<file path="config.mk">
export PLATFORM = sky130hd
export DESIGN_NAME = csm_ctrl
export DESIGN_NICKNAME = d
export VERILOG_FILES = /design/src/hdl/csm_pkg.sv /design/src/hdl/csm_ctrl.sv
export SDC_FILE = /design/constraint.sdc
export NUM_CORES = 1
export LEC_CHECK = 0
export ABC_AREA = 1
export BUFFER_PORTS_ARGS = -buffer_cell sky130_fd_sc_hd__buf_2
export CORE_MARGIN = 1.5
export CORE_UTILIZATION = 47
export DETAILED_ROUTE_END_ITERATION = 8
export PLACE_DENSITY = 0.82
export SYNTH_ARGS = -nofsm -noshare
export SYNTH_HDL_FRONTEND = slang
export SYNTH_SLANG_ARGS = --single-unit
</file>
<file path="constraint.sdc">
create_clock -name aclk -period 3.1 [get_ports aclk]
set_input_delay 0.62 -clock aclk [delete_from_list [all_inputs] [get_ports aclk]]
set_output_delay 0.62 -clock aclk [all_outputs]
set_load 0.01 [all_outputs]
</file>
<file path="src/hdl/csm_pkg.sv">
// Shared constants, command codes and control/status types for the stack machine.
`default_nettype none
package csm_pkg;
    localparam int StackDepthDefault = 1024;
    localparam int ValW = 31;
    localparam int DepW = 11;
    localparam int CmdW = 4;
    localparam logic signed [63:0] ValLimit = 64'sd1000000000;

    localparam logic [CmdW-1:0] CMD_START  = 4'd0;
    localparam logic [CmdW-1:0] CMD_NUM    = 4'd1;
    localparam logic [CmdW-1:0] CMD_POP    = 4'd2;
    localparam logic [CmdW-1:0] CMD_INV    = 4'd3;
    localparam logic [CmdW-1:0] CMD_DUP    = 4'd4;
    localparam logic [CmdW-1:0] CMD_SWP    = 4'd5;
    localparam logic [CmdW-1:0] CMD_ADD    = 4'd6;
    localparam logic [CmdW-1:0] CMD_SUB    = 4'd7;
    localparam logic [CmdW-1:0] CMD_MUL    = 4'd8;
    localparam logic [CmdW-1:0] CMD_DIV    = 4'd9;
    localparam logic [CmdW-1:0] CMD_MOD    = 4'd10;
    localparam logic [CmdW-1:0] CMD_FINISH = 4'd11;

    // Datapath operation selected by the controller for one step.
    localparam logic [2:0] OP_NONE = 3'd0;
    localparam logic [2:0] OP_RDA  = 3'd1; // read top into a
    localparam logic [2:0] OP_RDB  = 3'd2; // read second into b
    localparam logic [2:0] OP_ALU  = 3'd3; // add/sub/mul into result
    localparam logic [2:0] OP_DIVS = 3'd4; // start divider
    localparam logic [2:0] OP_DIVI = 3'd5; // one divider step

    typedef struct packed {
        logic [2:0]          op;
        logic [CmdW-1:0]     cmd;
        logic                wr_en;     // write memory
        logic [1:0]          wr_src;    // 0 operand, 1 a, 2 b, 3 result
        logic                wr_below;  // write at sp-2 instead of sp-1 / sp
        logic                wr_push;   // write at sp
        logic                negate_a;  // write -a
    } csm_cmd_t;

    localparam logic [1:0] SRC_OPND = 2'd0;
    localparam logic [1:0] SRC_A    = 2'd1;
    localparam logic [1:0] SRC_B    = 2'd2;
    localparam logic [1:0] SRC_RES  = 2'd3;

    typedef struct packed {
        logic a_zero;
        logic res_oor;
        logic div_done;
        logic [ValW-1:0] top;
    } csm_stat_t;
endpackage
`default_nettype wire

</file>
<file path="src/hdl/csm_ctrl.sv">
// Controller: command sequencing, stack pointer, sticky error and result register.
`default_nettype none
module csm_ctrl
    import csm_pkg::*;
#(
    parameter int STACK_DEPTH = StackDepthDefault
) (
    input  wire logic            aclk,
    input  wire logic            aresetn,
    input  wire logic            in_valid,
    output logic                 in_ready,
    input  wire logic [CmdW-1:0] in_cmd,
    input  wire logic signed [ValW-1:0] in_opnd,
    output logic                 out_valid,
    input  wire logic            out_ready,
    output logic [DepW+6-1:0]    sp,
    output logic signed [ValW-1:0] opnd,
    output csm_cmd_t             dcmd,
    input  wire csm_stat_t       stat,
    output logic                 o_err,
    output logic [DepW-1:0]      o_depth,
    output logic [ValW-1:0]      o_top,
    output logic                 o_fin
);
    localparam logic [2:0] S_IDLE = 3'd0, S_RDA = 3'd1, S_RDB = 3'd2, S_EXEC = 3'd3,
                           S_DIV = 3'd4, S_WR = 3'd5, S_TOP = 3'd6, S_OUT = 3'd7;
    localparam int SpW = DepW + 6;
    localparam logic [SpW-1:0] Full = SpW'(STACK_DEPTH);

    logic [2:0] state_reg, state_next;
    logic [SpW-1:0] sp_reg, sp_next;
    logic err_reg, err_next, fin_reg, fin_next;
    logic [CmdW-1:0] cmd_reg, cmd_next;
    logic signed [ValW-1:0] opnd_reg, opnd_next;
    logic out_valid_reg;
    logic [ValW-1:0] top_reg;
    logic [DepW-1:0] depth_reg;
    logic err_o_reg, fin_o_reg;
    logic oor_opnd;

    assign sp = sp_reg;
    assign opnd = opnd_reg;
    assign oor_opnd = (64'(opnd_reg) > ValLimit) || (64'(opnd_reg) < -ValLimit);
    assign in_ready = (state_reg == S_IDLE);

    always_comb begin
        state_next = state_reg;
        sp_next = sp_reg;
        err_next = err_reg;
        fin_next = fin_reg;
        cmd_next = cmd_reg;
        opnd_next = opnd_reg;
        dcmd = '0;
        dcmd.cmd = cmd_reg;
        case (state_reg)
            S_IDLE: begin
                if (in_valid) begin
                    cmd_next = in_cmd;
                    opnd_next = in_opnd;
                    fin_next = 1'b0;
                    state_next = S_RDA;
                end
            end
            S_RDA: begin
                // Top is in the read register; decide what the command needs.
                if (cmd_reg == CMD_START) begin
                    // Empty the stack first so the start value lands at the bottom.
                    sp_next = '0;
                    err_next = oor_opnd;
                    state_next = S_WR;
                end else if (cmd_reg == CMD_FINISH) begin
                    fin_next = (sp_reg == SpW'(1)) && !err_reg;
                    state_next = S_TOP;
                end else if (cmd_reg > CMD_FINISH || err_reg) begin
                    state_next = S_TOP;
                end else if (cmd_reg == CMD_NUM) begin
                    if (sp_reg >= Full) err_next = 1'b1;
                    else begin
                        dcmd.wr_en = 1'b1; dcmd.wr_push = 1'b1; dcmd.wr_src = SRC_OPND;
                        sp_next = sp_reg + 1'b1;
                        err_next = oor_opnd;
                    end
                    state_next = S_TOP;
                end else if (sp_reg == '0) begin
                    err_next = 1'b1;
                    state_next = S_TOP;
                end else if (cmd_reg == CMD_POP) begin
                    sp_next = sp_reg - 1'b1;
                    err_next = (sp_reg == SpW'(1));
                    state_next = S_TOP;
                end else begin
                    dcmd.op = OP_RDA;
                    state_next = S_RDB;
                end
            end
            S_RDB: begin
                dcmd.op = OP_RDB;
                state_next = S_EXEC;
            end
            S_EXEC: begin
                // a holds top; load b from sp-2.
                dcmd.op = OP_RDB;
                state_next = S_WR;
                if (cmd_reg == CMD_INV) begin
                    state_next = S_WR;
                end else if (cmd_reg == CMD_DUP) begin
                    if (sp_reg >= Full) begin
                        err_next = 1'b1;
                        state_next = S_TOP;
                    end
                end else if ((cmd_reg == CMD_DIV || cmd_reg == CMD_MOD) && stat.a_zero) begin
                    err_next = 1'b1;
                    state_next = S_TOP;
                end else if (sp_reg == SpW'(1)) begin
                    sp_next = '0;
                    err_next = 1'b1;
                    state_next = S_TOP;
                end else if (cmd_reg == CMD_DIV || cmd_reg == CMD_MOD) begin
                    state_next = S_DIV;
                end
            end
            S_DIV: begin
                dcmd.op = OP_DIVS;
                state_next = S_WR;
            end
            S_WR: begin
                case (cmd_reg)
                    CMD_START: begin
                        dcmd.wr_en = 1'b1; dcmd.wr_push = 1'b1; dcmd.wr_src = SRC_OPND;
                        sp_next = SpW'(1);
                        state_next = S_TOP;
                    end
                    CMD_INV: begin
                        dcmd.wr_en = 1'b1; dcmd.wr_src = SRC_A; dcmd.negate_a = 1'b1;
                        state_next = S_TOP;
                    end
                    CMD_DUP: begin
                        dcmd.wr_en = 1'b1; dcmd.wr_push = 1'b1; dcmd.wr_src = SRC_A;
                        sp_next = sp_reg + 1'b1;
                        state_next = S_TOP;
                    end
                    CMD_SWP: begin
                        dcmd.wr_en = 1'b1; dcmd.wr_below = 1'b1; dcmd.wr_src = SRC_A;
                        cmd_next = CMD_FINISH + 4'd1; // mark a second write pass, b to the top
                        state_next = S_OUT;
                    end
                    CMD_ADD, CMD_SUB, CMD_MUL: begin
                        dcmd.op = OP_ALU;
                        state_next = S_OUT;
                    end
                    default: begin
                        // Divide: iterate until done, then form signed result.
                        dcmd.op = OP_DIVI;
                        if (stat.div_done) state_next = S_OUT;
                    end
                endcase
            end
            S_OUT: begin
                if (cmd_reg == CMD_FINISH + 4'd1) begin
                    dcmd.wr_en = 1'b1; dcmd.wr_src = SRC_B;
                    cmd_next = CMD_SWP;
                    state_next = S_TOP;
                end else if (stat.res_oor) begin
                    err_next = 1'b1;
                    state_next = S_TOP;
                end else begin
                    dcmd.wr_en = 1'b1; dcmd.wr_below = 1'b1; dcmd.wr_src = SRC_RES;
                    sp_next = sp_reg - 1'b1;
                    state_next = S_TOP;
                end
            end
            default: begin
                // S_TOP: read top of the final stack, then present result.
                if (!out_valid_reg || out_ready) state_next = S_IDLE;
            end
        endcase
    end

    // Top read pipeline: address set in S_TOP, read data registered and valid in the next cycle.
    logic top_pend_reg;
    logic load_out;

    assign load_out = (state_reg == S_TOP) && top_pend_reg &&
                      (!out_valid_reg || out_ready);

    always_ff @(posedge aclk) begin
        if (!aresetn) begin
            state_reg <= S_IDLE;
            sp_reg <= '0;
            err_reg <= 1'b0;
            out_valid_reg <= 1'b0;
            top_pend_reg <= 1'b0;
        end else begin
            sp_reg <= sp_next;
            err_reg <= err_next;
            if (load_out) out_valid_reg <= 1'b1;
            else if (out_ready) out_valid_reg <= 1'b0;
            if (state_reg == S_TOP) begin
                if (!top_pend_reg) begin
                    top_pend_reg <= 1'b1;
                end else if (load_out) begin
                    top_pend_reg <= 1'b0;
                    state_reg <= S_IDLE;
                end
            end else begin
                state_reg <= state_next;
            end
        end
    end

    always_ff @(posedge aclk) begin
        cmd_reg <= cmd_next;
        opnd_reg <= opnd_next;
        fin_reg <= fin_next;
        if (load_out) begin
            top_reg <= (sp_reg == '0) ? '0 : stat.top;
            depth_reg <= DepW'(sp_reg);
            err_o_reg <= err_reg;
            fin_o_reg <= fin_reg;
        end
    end

    assign out_valid = out_valid_reg;
    assign o_err = err_o_reg;
    assign o_depth = depth_reg;
    assign o_top = top_reg;
    assign o_fin = fin_o_reg;
endmodule
`default_nettype wire

</file>
[Yosys cells after proc, flatten, opt, wreduce, memory -nomap -nowiden]
Index checks and enable logic that the tools add are counted.
Operators by class
  muxes and demuxes: 91
  equal/unequal tests: 45
  reduce and logical (&&, ||, !) cells: 32
  order comparisons: 4
  $add $sub $neg: 2
Operator list (count)
  $mux 17: 13
  $pmux 17 s4: 1
  $mux 3: 20
  $mux 1: 38
  $pmux 17 s2: 1
  $gt 31x31->1 const B: 1
  $lt 31x31->1 const B: 1
  $ne 2x2->1 const B: 13
  $pmux 3 s7: 1
  $eq 4x4->1 const B: 5
  $pmux 3 s2: 3
  $add 17x1->17 const B: 1
  $eq 17x1->1 const B: 1
  $ge 17x11->1 const B: 1
  $logic_not 17->1: 1
  $sub 17x1->17 const B: 1
  $eq 4x3->1 const B: 4
  $mux 4: 4
  $ne 4x4->1 const B: 4
  $reduce_and 13->1: 1
  $eq 3x3->1 const B: 4
  $ne 3x3->1 const B: 4
  $pmux 3 s4: 1
  $pmux 4 s3: 1
  other kinds (28): 49
Storage, ports and cells
  bits of input ports: 73
  logic and storage cells: 186
  output and inout bits: 107
  register bits after elaboration: 103

[Logic depth before layout (Yosys ltp)]
  word-level depth: 9
  mapped depth: 13
  depth with buffers taken out: 13

[Worst setup path before layout]
Ideal clock, no wire load.
  path type: reg2reg
  from: register state_reg[2]
  to: register state_reg[0]
  setup time: 0.070 ns
  cell stages (with the launch flop): 12
  arrival time: 3.277 ns
  buffers on the path: 1
  slack: -0.247 ns
  required time: 3.030 ns
  clock period less this slack: 3.347 ns
  cells stage by stage: dfxtp_1 -> buf_2 -> nand2_1 -> nor2_1 -> nand2_1 -> nor2_1 -> nor3_1 -> nor2_1 -> nand2_1 -> inv_2 -> nand2_1 -> a21oi_1
On the way
  word-level cells in the longest chain between the ends: 5
  elaborated cells between the ends (all ways): 18
  those cells by class: 11 x eq/ne; 2 x mux; 5 x reduce/logical
RTL lines
  start, declared: line csm_ctrl.sv:30  | logic [2:0] state_reg, state_next;
  start signal, assigned: line csm_ctrl.sv:206  | state_reg <= state_next;
  $eq 3x3->1: line csm_ctrl.sv:183  | assign load_out = (state_reg == S_TOP) && top_pend_reg &&
  $logic_and 1x1->1 (2 in a row): line csm_ctrl.sv:183
  via load_out: line csm_ctrl.sv:181  | logic load_out;
  $ne 2x2->1 (no source line)
  $reduce_and 5->1 (no source line)
The timed path passes the listed nets, and every way through them passes these cells.
A chain may end at the register's enable or synchronous reset.

==> results.md <==
CTS:
- The number of hold buffers added after CTS is 0.
- The clock passes through at most 2 buffers.
- TritonCTS built the clock tree.
- The clock-pin slew reported for the worst setup and hold paths after clock tree synthesis is 0.07 ns.
- In this run the clock root is driven by a clkbuf_16.
- The later-pin clock latency in the skew report is 0.35 ns.
- The H-tree depth reported by CTS is 3.
- For this design, the sink count on the clock tree is 103.
- The CTS buffer count is 9.
- The number of setup buffers added after CTS is 0.
- The number of gates resized after CTS was 0.

Detailed routing:
- The highest signal layer in the routed design is met4.
- The routed via count is 5360.
- The detailed-routed wire length on met2 is 6.803 mm.
- The number of nets still failing antenna checks after routing is 0.
- The count of unresolved DRC violations after routing is 0.
- After the first detailed-routing iteration, the DRC count stood at 384.
- The routed length per instance is 13.11 microns.
- In the routed layout, each cell is associated on average with a via count of 4.891.
- The post-route met1 wirelength is 6.367 mm.
- The wire length on met3 is 942 microns.
- Before antenna repair, the detailed router went through 5 iterations.
- The routed wire length is 14.37 mm.

Synthesis:
- Counting flops with a built-in enable in the synthesized netlist gives 80.
- After synthesis, flip-flops and latches occupy 49.24% of the total area.
- The net count after synthesis is 829.
- The library cell occupying the most area in the post-synthesis netlist is edfxtp_1.
- The most instantiated flip-flop cell in the synthesis netlist is edfxtp_1.
- For this run, the number of Yosys warnings is 0.
- The share of Yosys cell area claimed by the top area cell type is 41.32%.
- The post-synthesis area per instance is 7.763 sq um.
- By area the synthesized netlist is led by edfxtp_1 (41%), nand2_1 (13%), nor2_1 (9.6%).
- The share of synthesized flip-flops with an asynchronous set or reset is 0%.
- After synthesis the netlist holds a flip-flop and latch count of 103.
- The instance count of the mapped netlist is 749.
- The number of library cell types mapped by synthesis is 36.
- The cell area after synthesis is 5814 sq um.

Status:
- The run finished with clean final reports.

Worst setup path:
- The launching point of the worst reg2reg path is sp[0].
- For the worst flop-to-flop path, the logic depth is 10.
- The worst setup path is launched from a flip-flop.
- The end of the worst register-to-register path is sp[1].
- STA puts the critical path data required time at 2.48 ns.
- The last element of the critical path is dcmd[1].
- The master of the slowest instance on the critical path is edfxtp_1.
- The total number of cells along the worst setup path is 6.
- The launching instance or port of the critical path is cmd_reg[3].
- The worst setup path is captured at an output pin.
- The longest individual stage delay on the worst path is 0.51 ns.
- The number of buffers and inverters on the critical path is 1.
- The type of the setup path with the least slack is flip-flop to output pin.
- Of all nets on the critical path, the largest fanout is 10.
- In this design, the largest share of critical-path delay is due to simple AND/OR/NAND/NOR gates.
- At the worst endpoint, the arrival time is 2.16 ns.
- The critical path goes through nor2_4, nand2_1, nor2_4, nand2_1, o32ai_1, buf_2.
- Setup slack on the worst reg-to-reg path comes out at 0.72 ns.

Global routing:
- The leftover overflow at the end of global routing is 0.
- The initial antenna violation count was 0.
- The largest net degree at the start of global routing is 45.
- The number of global-route vias before repair is 4877.
- The first-pass GRT wire length is 23.09 mm.
- The global-route usage over all layers is 22.39%.

STA:
- In the final timing run, aggregate negative setup slack is 0 ns.
- Setup violations remaining at the end of the flow were counted as 0.
- The worst-case clock skew is 0.006092 ns.
- The hold violation total from the final report is 0.
- After layout, the minimum clock period comes to 2.784 ns.
- Headroom to the max-slew limit came out at 56.88%.
- Dividing the final minimum period by the clock period gives 89.80%.
- The max-slew violation count came to 0.
- For the pin with the worst max-slew slack, the measured transition is 0.6460 ns.
- Setup repair after global routing left no endpoint under its margin.
- The worst hold margin is 0.4364 ns.
- Static timing analysis puts the maximum clock frequency at 0.3592 GHz.

Finish:
- Of the cells placed in the final design, the portion with a size suffix greater than 1 is 25.54%.
- The repair_antennas step left the layout with diodes totalling 0.
- In the final design database the tool counted 1004 nets.
- From synthesis to final layout, the design area changed by 22.42%.

Floorplan:
- Once the floorplan was initialized, standard cells occupied 48.21% of the core.
- The die covers 13050 sq um.
- The floorplan has 40 rows.
- The floorplan core area is 12060 sq um.
- From bottom edge to top edge, the die measures 114.2 microns.
- The width of the die is 114.2 microns.
- In this run the count of I/O pins placed on the die edge is 180.

Power and ir drop:
- IR analysis of the VDD net gives a maximum drop of 485.5 uV.
- The leakage power is 3.435 nW.
- The cell area power density is 929.6 nW/um^2.

Run:
- Max-cap violations in this run came to 0.

Placement:
- The weighted congestion reported at the end of routability-driven placement is 0.9600.
- The detailed-placement wirelength estimate is 10.92 mm.
- The total of buffers placed on input and output ports is 179.

Worst hold path:
- The classification of the worst-slack hold path is flip-flop to flip-flop.
==> synth_stat cells (5+ instances only) <==
master / count
nand2_1: 196
nor2_1: 149
inv_1: 97
edfxtp_1: 80
nand3_1: 45
o21ai_0: 24
dfxtp_1: 23
a21oi_1: 17
xor2_1: 16
buf_2: 14
inv_2: 11
nand4_1: 10
o22ai_1: 8
ha_1: 7
nor2_2: 6
nor3_1: 5
==> metal layers <==
layer,vias to the layer above,GRT usage (%)
met2,192,37.79
met3,19,4.553
met4,0,7.250
met5,-,0
met1,2419,28.98
li1,2730,-
==> worst reg2reg max path: stages (launching register included) <==
cell,delay (ns)
dfxtp_1,0.47
inv_1,0.18
ha_1,0.23
nand3_1,0.11
nor2_1,0.05
nand2_1,0.11
nor2_1,0.06
o21ai_2,0.17
nand3_2,0.53
nor2_1,0.29
nor2_1,0.07
==> layout by cell type (no fill, tap or decap), types with 10 or more instances in the layout <==
cell / instances
a21oi_1: 17
buf_2: 179
dfxtp_1: 23
edfxtp_1: 80
inv_1: 97
inv_2: 11
nand2_1: 196
nand3_1: 45
nand4_1: 10
nor2_1: 147
o21ai_0: 24
xor2_1: 16
==> cell type report <==
type                       count  area, sq um
inverter                     108        405.4
sequential                   103         2863
tap                          168        210.2
timing repair buffer         183        925.9
fill                        1102         4943
multi-input combinational    519         2444
clock buffer                   9        225.2
clock inverter                 6        45.04
==> worst min-delay path by stage <==
stage	start	endpoint	slack (ns)	cells after the start
floorplan	fin_reg	o_fin	0.40	0
global route	in_opnd[11]	opnd[11]	0.43	1
CTS	in_opnd[9]	opnd[9]	0.43	1
finish	fin_reg	o_fin	0.44	0
global placement	fin_reg	o_fin	0.42	0
detailed placement	fin_reg	o_fin	0.42	0
==> report_power, final <==
| part | switching, W | internal (W) |
|---|---|---|
| registers | 0.000415 | 0.00187 |
| logic | 0.00216 | 0.00112 |
| clock network | 0.000503 | 0.000546 |
==> per-stage QoR <==
step	instances	power (W)	util, %	setup slack, ns	cell area, sq um
6_report	1096	0.006617	59.01	0.3161	7118
3_5_place_dp	1081	0.005559	56.77	0.7174	6848
4_1_cts	1096	0.006626	59.01	0.3260	7118
5_1_grt	1096	0.007193	59.01	0.1349	7118
2_1_floorplan	749	0.004723	-	0.3604	5817
3_3_place_gp	1081	0.005513	56.77	0.6830	6848
==> kinds of logic after synthesis <==
kind of cell	after synthesis	synth area share, %
XOR/XNOR	18	2.711
buffers and inverters	127	9.017
AND/OR/NAND/NOR	433	31.63
adder cells (fa/ha/maj)	7	1.506
flip-flops	103	49.24
AO/OA/AOI/OAI	61	5.897
No activity file was read; power rests on OpenSTA's default activity.
